File: config.mk
export PLATFORM = sky130hd
export DESIGN_NAME = lsra_cell
export DESIGN_NICKNAME = d
export VERILOG_FILES = /design/src/sv/lsra_pkg.sv /design/src/sv/lsra_cell.sv
export SDC_FILE = /design/constraint.sdc
export NUM_CORES = 1
export LEC_CHECK = 0
export BUFFER_PORTS_ARGS = -buffer_cell sky130_fd_sc_hd__buf_2
export CAP_MARGIN = 25
export CORE_MARGIN = 2
export CORE_UTILIZATION = 51
export CTS_BUF_LIST = sky130_fd_sc_hd__clkbuf_4 sky130_fd_sc_hd__clkbuf_8
export CTS_CLUSTER_DIAMETER = 80
export DETAILED_ROUTE_END_ITERATION = 8
export PLACE_DENSITY = 0.8
export SLEW_MARGIN = 10
export SYNTH_ARGS = -nofsm -noshare
export SYNTH_HDL_FRONTEND = slang
export SYNTH_SLANG_ARGS = --single-unit
export TNS_END_PERCENT = 30
File: constraint.sdc
create_clock -name clk -period 2.9 [get_ports clk]
set_input_delay 0.435 -clock clk [delete_from_list [all_inputs] [get_ports clk]]
set_output_delay 0.435 -clock clk [all_outputs]
set_load 0.01 [all_outputs]
File: src/sv/lsra_pkg.sv
// Shared constants for the linear scan register allocator.
package lsra_pkg;

	// Field widths of the item and result words.
	localparam int CFG_W   = 6;
	localparam int ID_W    = 16;
	localparam int POINT_W = 32;
	localparam int REG_W   = 5;

	// Register count after reset.
	localparam logic [CFG_W-1:0] NUM_REGS_RESET = 6'd16;

endpackage

File: src/sv/lsra_cell.sv
// One physical register slot of the allocator chain: holds an occupant and updates the scan token.
module lsra_cell #(
	parameter int MAX_REGS = 32,
	parameter int ID_BITS  = 16,
	parameter int INDEX    = 0
) (
	input  logic clk,
	input  logic arst_n,
	input  logic [2 + 2*$clog2(MAX_REGS) + 1 + lsra_pkg::POINT_W + ID_BITS - 1:0] tok_in,
	output logic [2 + 2*$clog2(MAX_REGS) + 1 + lsra_pkg::POINT_W + ID_BITS - 1:0] tok_out,
	input  logic [1 + $clog2(MAX_REGS) + ID_BITS + lsra_pkg::POINT_W - 1:0]       wr_in,
	input  logic                                                                  clear_all,
	input  logic [lsra_pkg::POINT_W-1:0]                                          def_point,
	input  logic [$clog2(MAX_REGS)-1:0]                                           usable
);

	localparam int IDX_W   = $clog2(MAX_REGS);
	localparam int POINT_W = lsra_pkg::POINT_W;
	localparam logic [IDX_W-1:0] MY_IDX = IDX_W'(INDEX);

	typedef struct packed {
		logic               active;
		logic               found;
		logic [IDX_W-1:0]   idx;
		logic               have_best;
		logic [POINT_W-1:0] best_end;
		logic [IDX_W-1:0]   best_idx;
		logic [ID_BITS-1:0] best_owner;
	} token_t;

	typedef struct packed {
		logic               en;
		logic [IDX_W-1:0]   idx;
		logic [ID_BITS-1:0] owner;
		logic [POINT_W-1:0] last;
	} slot_wr_t;

	token_t   tok_cur;
	token_t   tok_nxt;
	token_t   tok_q;
	slot_wr_t wr;

	logic               valid_q;
	logic [ID_BITS-1:0] owner_q;
	logic [POINT_W-1:0] end_q;
	logic               in_range;
	logic               wr_hit;

	assign tok_cur  = tok_in;
	assign wr       = wr_in;
	assign tok_out  = tok_q;
	assign in_range = (MY_IDX < usable);
	assign wr_hit   = wr.en && (wr.idx == MY_IDX);

	// The first free slot wins; until one is found, track the latest-ending occupant.
	always_comb begin
		tok_nxt = tok_cur;
		if (tok_cur.active && in_range && !tok_cur.found) begin
			if (!valid_q || end_q <= def_point) begin
				tok_nxt.found = 1'b1;
				tok_nxt.idx   = MY_IDX;
			end else if (!tok_cur.have_best || tok_cur.best_end < end_q) begin
				tok_nxt.have_best  = 1'b1;
				tok_nxt.best_end   = end_q;
				tok_nxt.best_idx   = MY_IDX;
				tok_nxt.best_owner = owner_q;
			end
		end
	end

	always_ff @(posedge clk or negedge arst_n) begin
		if (!arst_n) begin
			tok_q   <= '0;
			valid_q <= 1'b0;
		end else begin
			tok_q <= tok_nxt;
			if (clear_all) begin
				valid_q <= 1'b0;
			end else if (wr_hit) begin
				valid_q <= 1'b1;
			end
		end
	end

	always_ff @(posedge clk) begin
		if (wr_hit) begin
			owner_q <= wr.owner;
			end_q   <= wr.last;
		end
	end

endmodule
==> metrics.csv, run 1 <==
metric;value;unit
status;complete, no violations;
initial_core_util;0.529;
pre_cts_ws;-110;ps
coreArea;10400;um^2
period_share;0.989;
viasPerCell;5.02;
path_clk_slew;110;ps
die_h;108;um
h-tree-depth;3;
fmax;349;MHz
post-synth-top-area-cell;dfrtp_1;
tritoncts;built;
numPortBuffers;215;
end_kind;flip-flop;
clk_latency;380;ps
ff2ff_setup_slack;30;ps
clockBufferDepth;2;
yosysSeqAreaShare;0.545;
cts.sinks;110;
area_delta_synth_final;30.2;%
timing.hold.ws;164;ps
fillCellCount;741;
hold_class;input port to flip-flop;
synthCells;408;
setup_viol_count_final;0;
final_max_slew_viol_count;0;
syn_area_per_cell;13.5;um^2
switchingPower;0.756;mW
clock_power_share;0.298;
gr-usage-all-layers;0.219;
drt_iter0_drc;105;
row_count;37;
max-vdd-ir-drop;0.222;mV
synth-xor-area-share;0;
post_dp_cell_area;6790;um^2
grt_first_pass_wirelength;19000;um
antenna_cells;0;
cts_root_buf;clkbuf_8;
wl_per_cell;16.4;um
synth-simple-area-share;0.0615;
slew-limit-headroom;0.478;
drtPass1Iterations;4;
worstMarginPinSlew;783;ps
switching_share;0.253;
synthArstFlopShare;0.564;
nNetsFinal;865;
final.setup.worst_slack;31.2;ps
drive_gt1_frac;0.469;
dieWidth;108;um
synth_area_leaders;dfrtp_1 28%, edfxtp_1 26%, ha_1 14%, mux2_4 12%, inv_1 4.4%;
cap_violations;0;
stdcell_area;7150;um^2
cts_buffers;9;
dieArea;11600;um^2
synth_ff_type;dfrtp_1;
routabilityCongestion;0.851;
postRouteAntennaNets;0;
p_int;2.23;mW
combPwrFrac;0.134;
dr_total_vias;3957;
synth-compound-area-share;0.0638;
grt_pass1_vias;4004;
finClkSkew;8.05;ps
finalHoldViolations;0;
remaining_drc_errors;0;
post-dp-hpwl;10000;um
start_kind;flip-flop;
cp_max_fo;15;
yosys-mux-area-fraction;0.129;
grt.overflow.total;0;
rsz0062_at_grt;true;
synth_top_area_share;0.283;
grt_start_max_net_pins;63;
pwr-share-seq;0.568;
io_pins;216;
yosysUniqueCellTypes;34;
synth_edf_count;48;
cp_data_arrival_time;3140;ps
tns;0;ps
ys_warn_count;0;
syn_nets;626;
worst_ep_required_time;3170;ps
totalWireLength;12900;um
synthAdderAreaFrac;0.144;
synth_top_family_by_area;adder cells;
synth_area;5490;um^2
fin_util;0.689;
ys_ff_latch;110;
powerDensity;417;nW/um^2
period_minus_slack;2870;ps
crit_type;flip-flop to flip-flop;
antenna_found_initial;0;
p_leak;3.78;nW
kinds of logic after synthesis:
logic type | Yosys count
fa+ha+maj | 63
mux | 48
compound gates | 57
flops | 110
buf+inv | 71
simple gates | 59
cell usage after synthesis (all sizes together), types with 6 or more instances:
cell type	n
buf	6
and2	11
nand4	11
mux2	48
a21oi	24
a21o	9
inv	65
edfxtp	48
ha	63
dfrtp	62
nand2	13
o21ai	11
final cells by class:
type	instances	area (um^2)	area share
inverter	65	244	0.0341
clock buffer	10	131	0.0184
sequential	110	2990	0.419
tap	136	170	0.0238
clock inverter	6	53.8	0.00753
timing repair buffer	234	1310	0.183
multi-input combinational	227	2250	0.314
worst paths after layout:
kind	startpoint	endpoint	cells after the start
min in group asynchronous	arst_n	valid_q	2
max in group asynchronous	arst_n	tok_out[8]	2
setup / recovery	end_q[14]	tok_out[1]	9
setup reg to reg	end_q[14]	tok_out[1]	9
hold / removal	tok_in[60]	tok_out[60]	1
hold reg to reg	owner_q[6]	tok_out[6]	1
metal layers:
| layer | up-vias | part of all wire | GRT usage |
|---|---|---|---|
| met2 | 129 | 0.53 | 0.390 |
| met5 | - | 0 | 0 |
| li1 | 1911 | - | - |
| met4 | 0 | 0.024 | 0.0907 |
| met3 | 20 | 0.047 | 0.0393 |
| met1 | 1897 | 0.40 | 0.258 |
registers in the layout, indices dropped and copies added (netlist names):
signal	flops
tok_out	61
end_q	32
owner_q	16
valid_q	1
power by group through the flow:
stage | logic (mW) | clock network [mW] | registers, mW
after global routing | 0.443 | 0.977 | 1.70
after floorplan | 0.149 | 0 | 1.75
final | 0.398 | 0.889 | 1.69
after global placement | 0.376 | 0 | 1.73
after CTS | 0.396 | 0.914 | 1.70
after detailed placement | 0.392 | 0 | 1.73
worst max-delay path: stages (launching register included):
cell and delay (ps):
edfxtp_1 460, ha_1 340, a21oi_1 170, nand2_1 80, a221o_1 350, o31a_1 330
o211ai_1 250, a211o_4 230, buf_12 190, mux2_2 360
per-stage QoR:
stage	power [mW]	std cells
finish	2.98	788
global route	3.12	788
CTS	3.00	778
detailed placement	2.12	762
global placement	2.10	762
floorplan	1.90	408
what timing repair did:
item / CTS / global route
gates resized for setup: 1 / 5
hold buffers: 0 / 0
cloned: 0 / 3
endpoints found under the hold margin: 0 / 0
endpoints found under the setup margin: 9 / 53
pin swaps: 0 / 3
buffers inserted: 0 / 7
cells in the final DEF (no fill, tap or decap), types with 2 or more instances in the layout:
master,Yosys,final
nand2b_1,3,3
ha_1,63,61
nor2b_1,4,4
buf_12,0,3
nand4_1,11,11
dfrtp_1,62,62
ha_4,0,2
inv_6,0,2
o211ai_1,3,3
nand3_1,4,4
clkbuf_8,0,9
edfxtp_1,48,48
nor3_1,4,3
mux2_2,3,3
nand2_1,13,13
a21o_1,9,9
buf_2,0,215
o21ai_0,11,11
clkinv_4,0,2
nor2_1,3,3
a21oi_1,24,24
mux2_4,45,45
and2_1,11,11
clkbuf_16,0,3
inv_1,65,65
buf_4,0,13
Note: power is estimated with default switching activity, not from simulation.
==> run 2: changes to the inputs <==
Settings changed: CELL_PAD_IN_SITES_DETAIL_PLACEMENT from default to 2, CELL_PAD_IN_SITES_GLOBAL_PLACEMENT from default to 2, CORE_UTILIZATION 51 to 32, PLACE_DENSITY 0.8 to 0.79.
==> metrics.csv, run 2 (synthesis results as in run 1) <==
metric;value;unit
totalWireLength;16900;um
io_pins;216;
cp_max_fo;10;
p_leak;3.80;nW
tritoncts;built;
post-dp-hpwl;13300;um
setup_viol_count_final;3;
area_delta_synth_final;34.1;%
rsz0062_at_grt;true;
rr_worst_depth;9;
tns;-3.44;ps
hold_class;input port to asynchronous set/reset pin;
cp_data_arrival_time;3180;ps
max-vdd-ir-drop;0.176;mV
period_share;1.00;
powerDensity;422;nW/um^2
routabilityCongestion;0.771;
final_max_slew_viol_count;0;
postRouteAntennaNets;0;
antenna_cells;0;
remaining_drc_errors;0;
path_clk_slew;100;ps
worstMarginPinSlew;766;ps
die_h;135;um
timing.hold.ws;110;ps
violations;negative setup slack;
period_minus_slack;2900;ps
wl_per_cell;19.3;um
viasPerCell;4.58;
clk_latency;390;ps
drive_gt1_frac;0.486;
coreArea;16700;um^2
dr_wl_met2;9320;um
grt_first_pass_wirelength;25500;um
worst_ep_required_time;3180;ps
cts_root_buf;clkbuf_8;
end_kind;flip-flop;
row_count;47;
start_kind;flip-flop;
nNetsFinal;870;
final.setup.worst_slack;-1.70;ps
dr_wl_met3;834;um
clockBufferDepth;2;
fmax;345;MHz
dieWidth;135;um
finClkSkew;11.8;ps
routed.top_layer;met5;
h-tree-depth;3;
wl_met1;6480;um
drtPass1Iterations;4;
final_cell_mix;215 x buf_2, 65 x inv_1, 62 x dfrtp_1;
antenna_found_initial;1;
crit_type;flip-flop to flip-flop;
ff2ff_setup_slack;-2;ps
cap_violations;0;
fin_cells;877;
cts_buffers;9;
status;finished with violations;
timing.rr.start;end_q[12];
dieArea;18200;um^2
slew-limit-headroom;0.489;
grt.overflow.total;0;
timing.rr.end;tok_out[13];
grt_pass1_vias;4814;
drt_iter0_drc;66;
numPortBuffers;215;
initial_core_util;0.329;
dr_total_vias;4020;
finalHoldViolations;0;
gr-usage-all-layers;0.186;
cts.sinks;110;
grt_start_max_net_pins;50;
final_common_cell;buf_2;
largest_register_ffs;61;
dpl.cell_count;851;
run 2: cell count changes in the layout (fill, tap and decap cells not counted), moves of 2 or more:
cell | before | now
buf_6 | 0 | 2
buf_4 | 13 | 16
and2_4 | 0 | 5
ha_4 | 2 | 5
clkinvlp_4 | 1 | 3
and2_1 | 11 | 6
ha_1 | 61 | 58
buf_12 | 3 | 6
clkbuf_16 | 3 | 0
run 2: how the worst max path moves through the flow:
stage / slack [ps] / endpoint / start
after floorplan: 160 / end_q[0] / wr_in[51]
after global placement: -250 / tok_out[39] / def_point[30]
after detailed placement: -300 / tok_out[48] / def_point[29]
after CTS: -8 / tok_out[48] / end_q[5]
after global routing: -140 / tok_out[36] / end_q[12]
final: -2 / tok_out[13] / end_q[12]
run 2: layout make-up:
type / instances / area, um^2
Tap cell: 220 / 275
Inverter: 65 / 244
Fill cell: 1742 / 9340
Multi-Input combinational cell: 227 / 2310
Clock buffer: 10 / 131
Timing Repair Buffer: 239 / 1340
Clock inverter: 6 / 70.1
Sequential cell: 110 / 2990
run 2: per-stage QoR:
| step | setup WS, ps | instance area (um^2) | total power [mW] | util |
|---|---|---|---|---|
| final | -1.70 | 7360 | 3.11 | 0.441 |
| after global routing | -138 | 7360 | 3.26 | 0.441 |
| after CTS | -7.53 | 7210 | 3.15 | 0.432 |
| after detailed placement | -297 | 6950 | 2.15 | 0.416 |
| after global placement | -247 | 6950 | 2.12 | 0.416 |
| after floorplan | 156 | 5500 | 1.90 | - |
run 2: worst max-delay path, cell delays in order, from the launching register on:
cell,delay [ps]
edfxtp_1,480
ha_1,330
nand4_1,220
nor2_1,80
a221o_1,320
o31a_1,340
o211ai_1,260
a211o_4,230
buf_6,210
mux2_4,320
run 2: what timing repair did:
| action | 4_1_cts | 5_1_grt |
|---|---|---|
| hold buffers | 0 | 0 |
| endpoints found under the setup margin | 52 | 53 |
| setup buffers | 4 | 6 |
| pin swaps | 2 | 7 |
| resized for setup | 6 | 13 |
| endpoints found under the hold margin | 0 | 0 |
run 2: routing by layer:
metal / up-vias / track usage
li1: 1923 / -
met1: 1947 / 0.209
met2: 131 / 0.354
met3: 17 / 0.0447
met4: 2 / 0.0457
met5: - / 0
run 2: report_power, final:
group	switching, mW	total (mW)	internal (mW)	leakage, nW
clock	0.566	0.980	0.414	0.0925
sequential	0.0202	1.70	1.68	1.16
combinational	0.206	0.427	0.221	2.55
==> run 3: changes to the inputs <==
Settings changed: ABC_AREA from default to 1, CELL_PAD_IN_SITES_DETAIL_PLACEMENT 2 to default, CELL_PAD_IN_SITES_GLOBAL_PLACEMENT 2 to default, CORE_UTILIZATION 32 to 49, PLACE_DENSITY 0.79 to 0.77.
==> metrics.csv, run 3 <==
metric;value;unit
dieArea;12100;um^2
ys_top_cells_by_count;165 x nand2_1, 84 x inv_1, 63 x ha_1;
drtPass1Iterations;5;
cts_buffers;9;
end_kind;flip-flop;
crit_type;flip-flop to flip-flop;
hold_class;input port to flip-flop;
max-vdd-ir-drop;0.444;mV
start_kind;flip-flop;
worstMarginPinSlew;751;ps
nNetsFinal;1011;
fmax;404;MHz
fin_cells;939;
synth_edf_count;48;
pwr-share-seq;0.568;
cts.sinks;110;
tns;0;ps
worst_ep_required_time;3170;ps
yosysMostFrequentCell;nand2_1;
h-tree-depth;3;
wl_per_cell;14.3;um
cp_max_fo;32;
rr_worst_depth;13;
clockBufferDepth;2;
synth_area_leaders;dfrtp_1 28%, edfxtp_1 26%, ha_1 14%, nand2_1 11%, inv_1 5.7%;
tritoncts;built;
cts_resized;0;
final.setup.worst_slack;425;ps
post-synth-top-area-cell;dfrtp_1;
finClkSkew;9.93;ps
period_minus_slack;2470;ps
dieWidth;110;um
synthArstFlopShare;0.564;
postRouteAntennaNets;0;
period_share;0.853;
switching_share;0.259;
area_delta_synth_final;26.2;%
totalWireLength;13400;um
final_cell_mix;215 x buf_2, 164 x nand2_1, 84 x inv_1;
dpl.cell_count;921;
yosysSeqAreaShare;0.542;
ff2ff_setup_slack;430;ps
grt_start_max_net_pins;60;
cp_data_arrival_time;2750;ps
numPortBuffers;215;
remaining_drc_errors;0;
combPwrFrac;0.133;
synth_ff_type;dfrtp_1;
post-dp-hpwl;10500;um
final_common_cell;buf_2;
timing.rr.start;end_q[31];
path_clk_slew;100;ps
gr-usage-all-layers;0.228;
cap_violations;0;
powerDensity;429;nW/um^2
rsz0062_at_grt;false;
setup_viol_count_final;0;
viasPerCell;4.98;
cts_setup_buffers;0;
coreArea;10900;um^2
yosysUniqueCellTypes;23;
synth_area;5520;um^2
status;complete, no violations;
syn_nets;792;
clk_latency;380;ps
finalHoldViolations;0;
syn_area_per_cell;9.62;um^2
antenna_found_initial;1;
routabilityCongestion;0.846;
drt_iter0_drc;312;
min_delay_path_depth;1;
final_max_slew_viol_count;0;
dr_total_vias;4676;
timing.rr.end;tok_out[0];
largest_register_ffs;61;
p_int;2.21;mW
synthCells;574;
synth_top_area_share;0.281;
row_count;38;
slew-limit-headroom;0.500;
grt_pass1_vias;4513;
grt_first_pass_wirelength;20900;um
ys_warn_count;0;
min_to;tok_out[60];
switchingPower;0.773;mW
p_leak;3.81;nW
drive_gt1_frac;0.308;
hp-start;tok_in[60];
grt.overflow.total;0;
initial_core_util;0.505;
die_h;110;um
cts_root_buf;clkbuf_8;
io_pins;216;
clock_power_share;0.298;
timing.hold.ws;190;ps
pre_cts_ws;320;ps
ys_ff_latch;110;
run 3: critical path: stages (launching register included):
cell and delay, ps:
edfxtp_1 440, ha_1 320, nand2_1 80, nor2_2 130, nand2_1 110, nor3b_2 200, nand2_1 80, nand2_1 70
nand2_2 120, nor2_4 300, nand2_2 90, buf_4 250, nand2_1 110, nand2_1 60
run 3: layout make-up:
type,count,area (um^2)
timing repair buffer,223,1160
clock inverter,6,50.0
multi-input combinational,365,2130
clock buffer,10,138
sequential,110,2990
antenna,1,2.50
fill,898,3970
inverter,84,315
tap,140,175
run 3: cells by family (layout without fill, tap and decap cells):
logic type / count (synthesis) / after routing / synth area share
AND/OR/NAND/NOR: 252 / 252 / 0.191
AO/OA/AOI/OAI: 50 / 50 / 0.0512
buffers and inverters: 99 / 323 / 0.0725
adder cells (fa/ha/maj): 63 / 63 / 0.143
flip-flops: 110 / 110 / 0.542
other: 0 / 1 / 0
run 3: power by group through the flow:
| stage | logic, mW | clock network (mW) | registers (mW) |
|---|---|---|---|
| detailed placement | 0.399 | 0 | 1.73 |
| global route | 0.452 | 0.988 | 1.70 |
| global placement | 0.382 | 0 | 1.73 |
| finish | 0.398 | 0.891 | 1.70 |
| CTS | 0.402 | 0.923 | 1.70 |
| floorplan | 0.147 | 0 | 1.76 |
run 3: what timing repair did:
item | in CTS | in global routing
setup endpoints to repair | 0 | 0
hold buffers | 1 | 0
endpoints found under the hold margin | 3 | 0
run 3: worst max path at each step:
stage,endpoint,slack [ps],from,cells past startpoint
final,tok_out[0],430,end_q[31],13
after detailed placement,tok_out[0],320,def_point[31],15
after global routing,tok_out[0],190,end_q[31],13
after CTS,tok_out[0],410,end_q[31],13
after global placement,tok_out[10],440,def_point[31],15
after floorplan,end_q[0],760,wr_in[51],2
run 3: routing by layer:
layer,track usage,vias to the layer above,wire length (um)
li1,-,2302,-
met1,0.267,2152,5300
met2,0.405,204,6740
met3,0.0435,18,1040
met4,0.102,0,312
met5,0,-,0
run 3: metrics by stage:
step	instance area [um^2]	power, mW	utilization
after global routing	6970	3.14	0.637
after detailed placement	6770	2.13	0.619
after CTS	6960	3.02	0.637
after floorplan	5520	1.90	-
final	6970	2.99	0.637
after global placement	6770	2.11	0.619
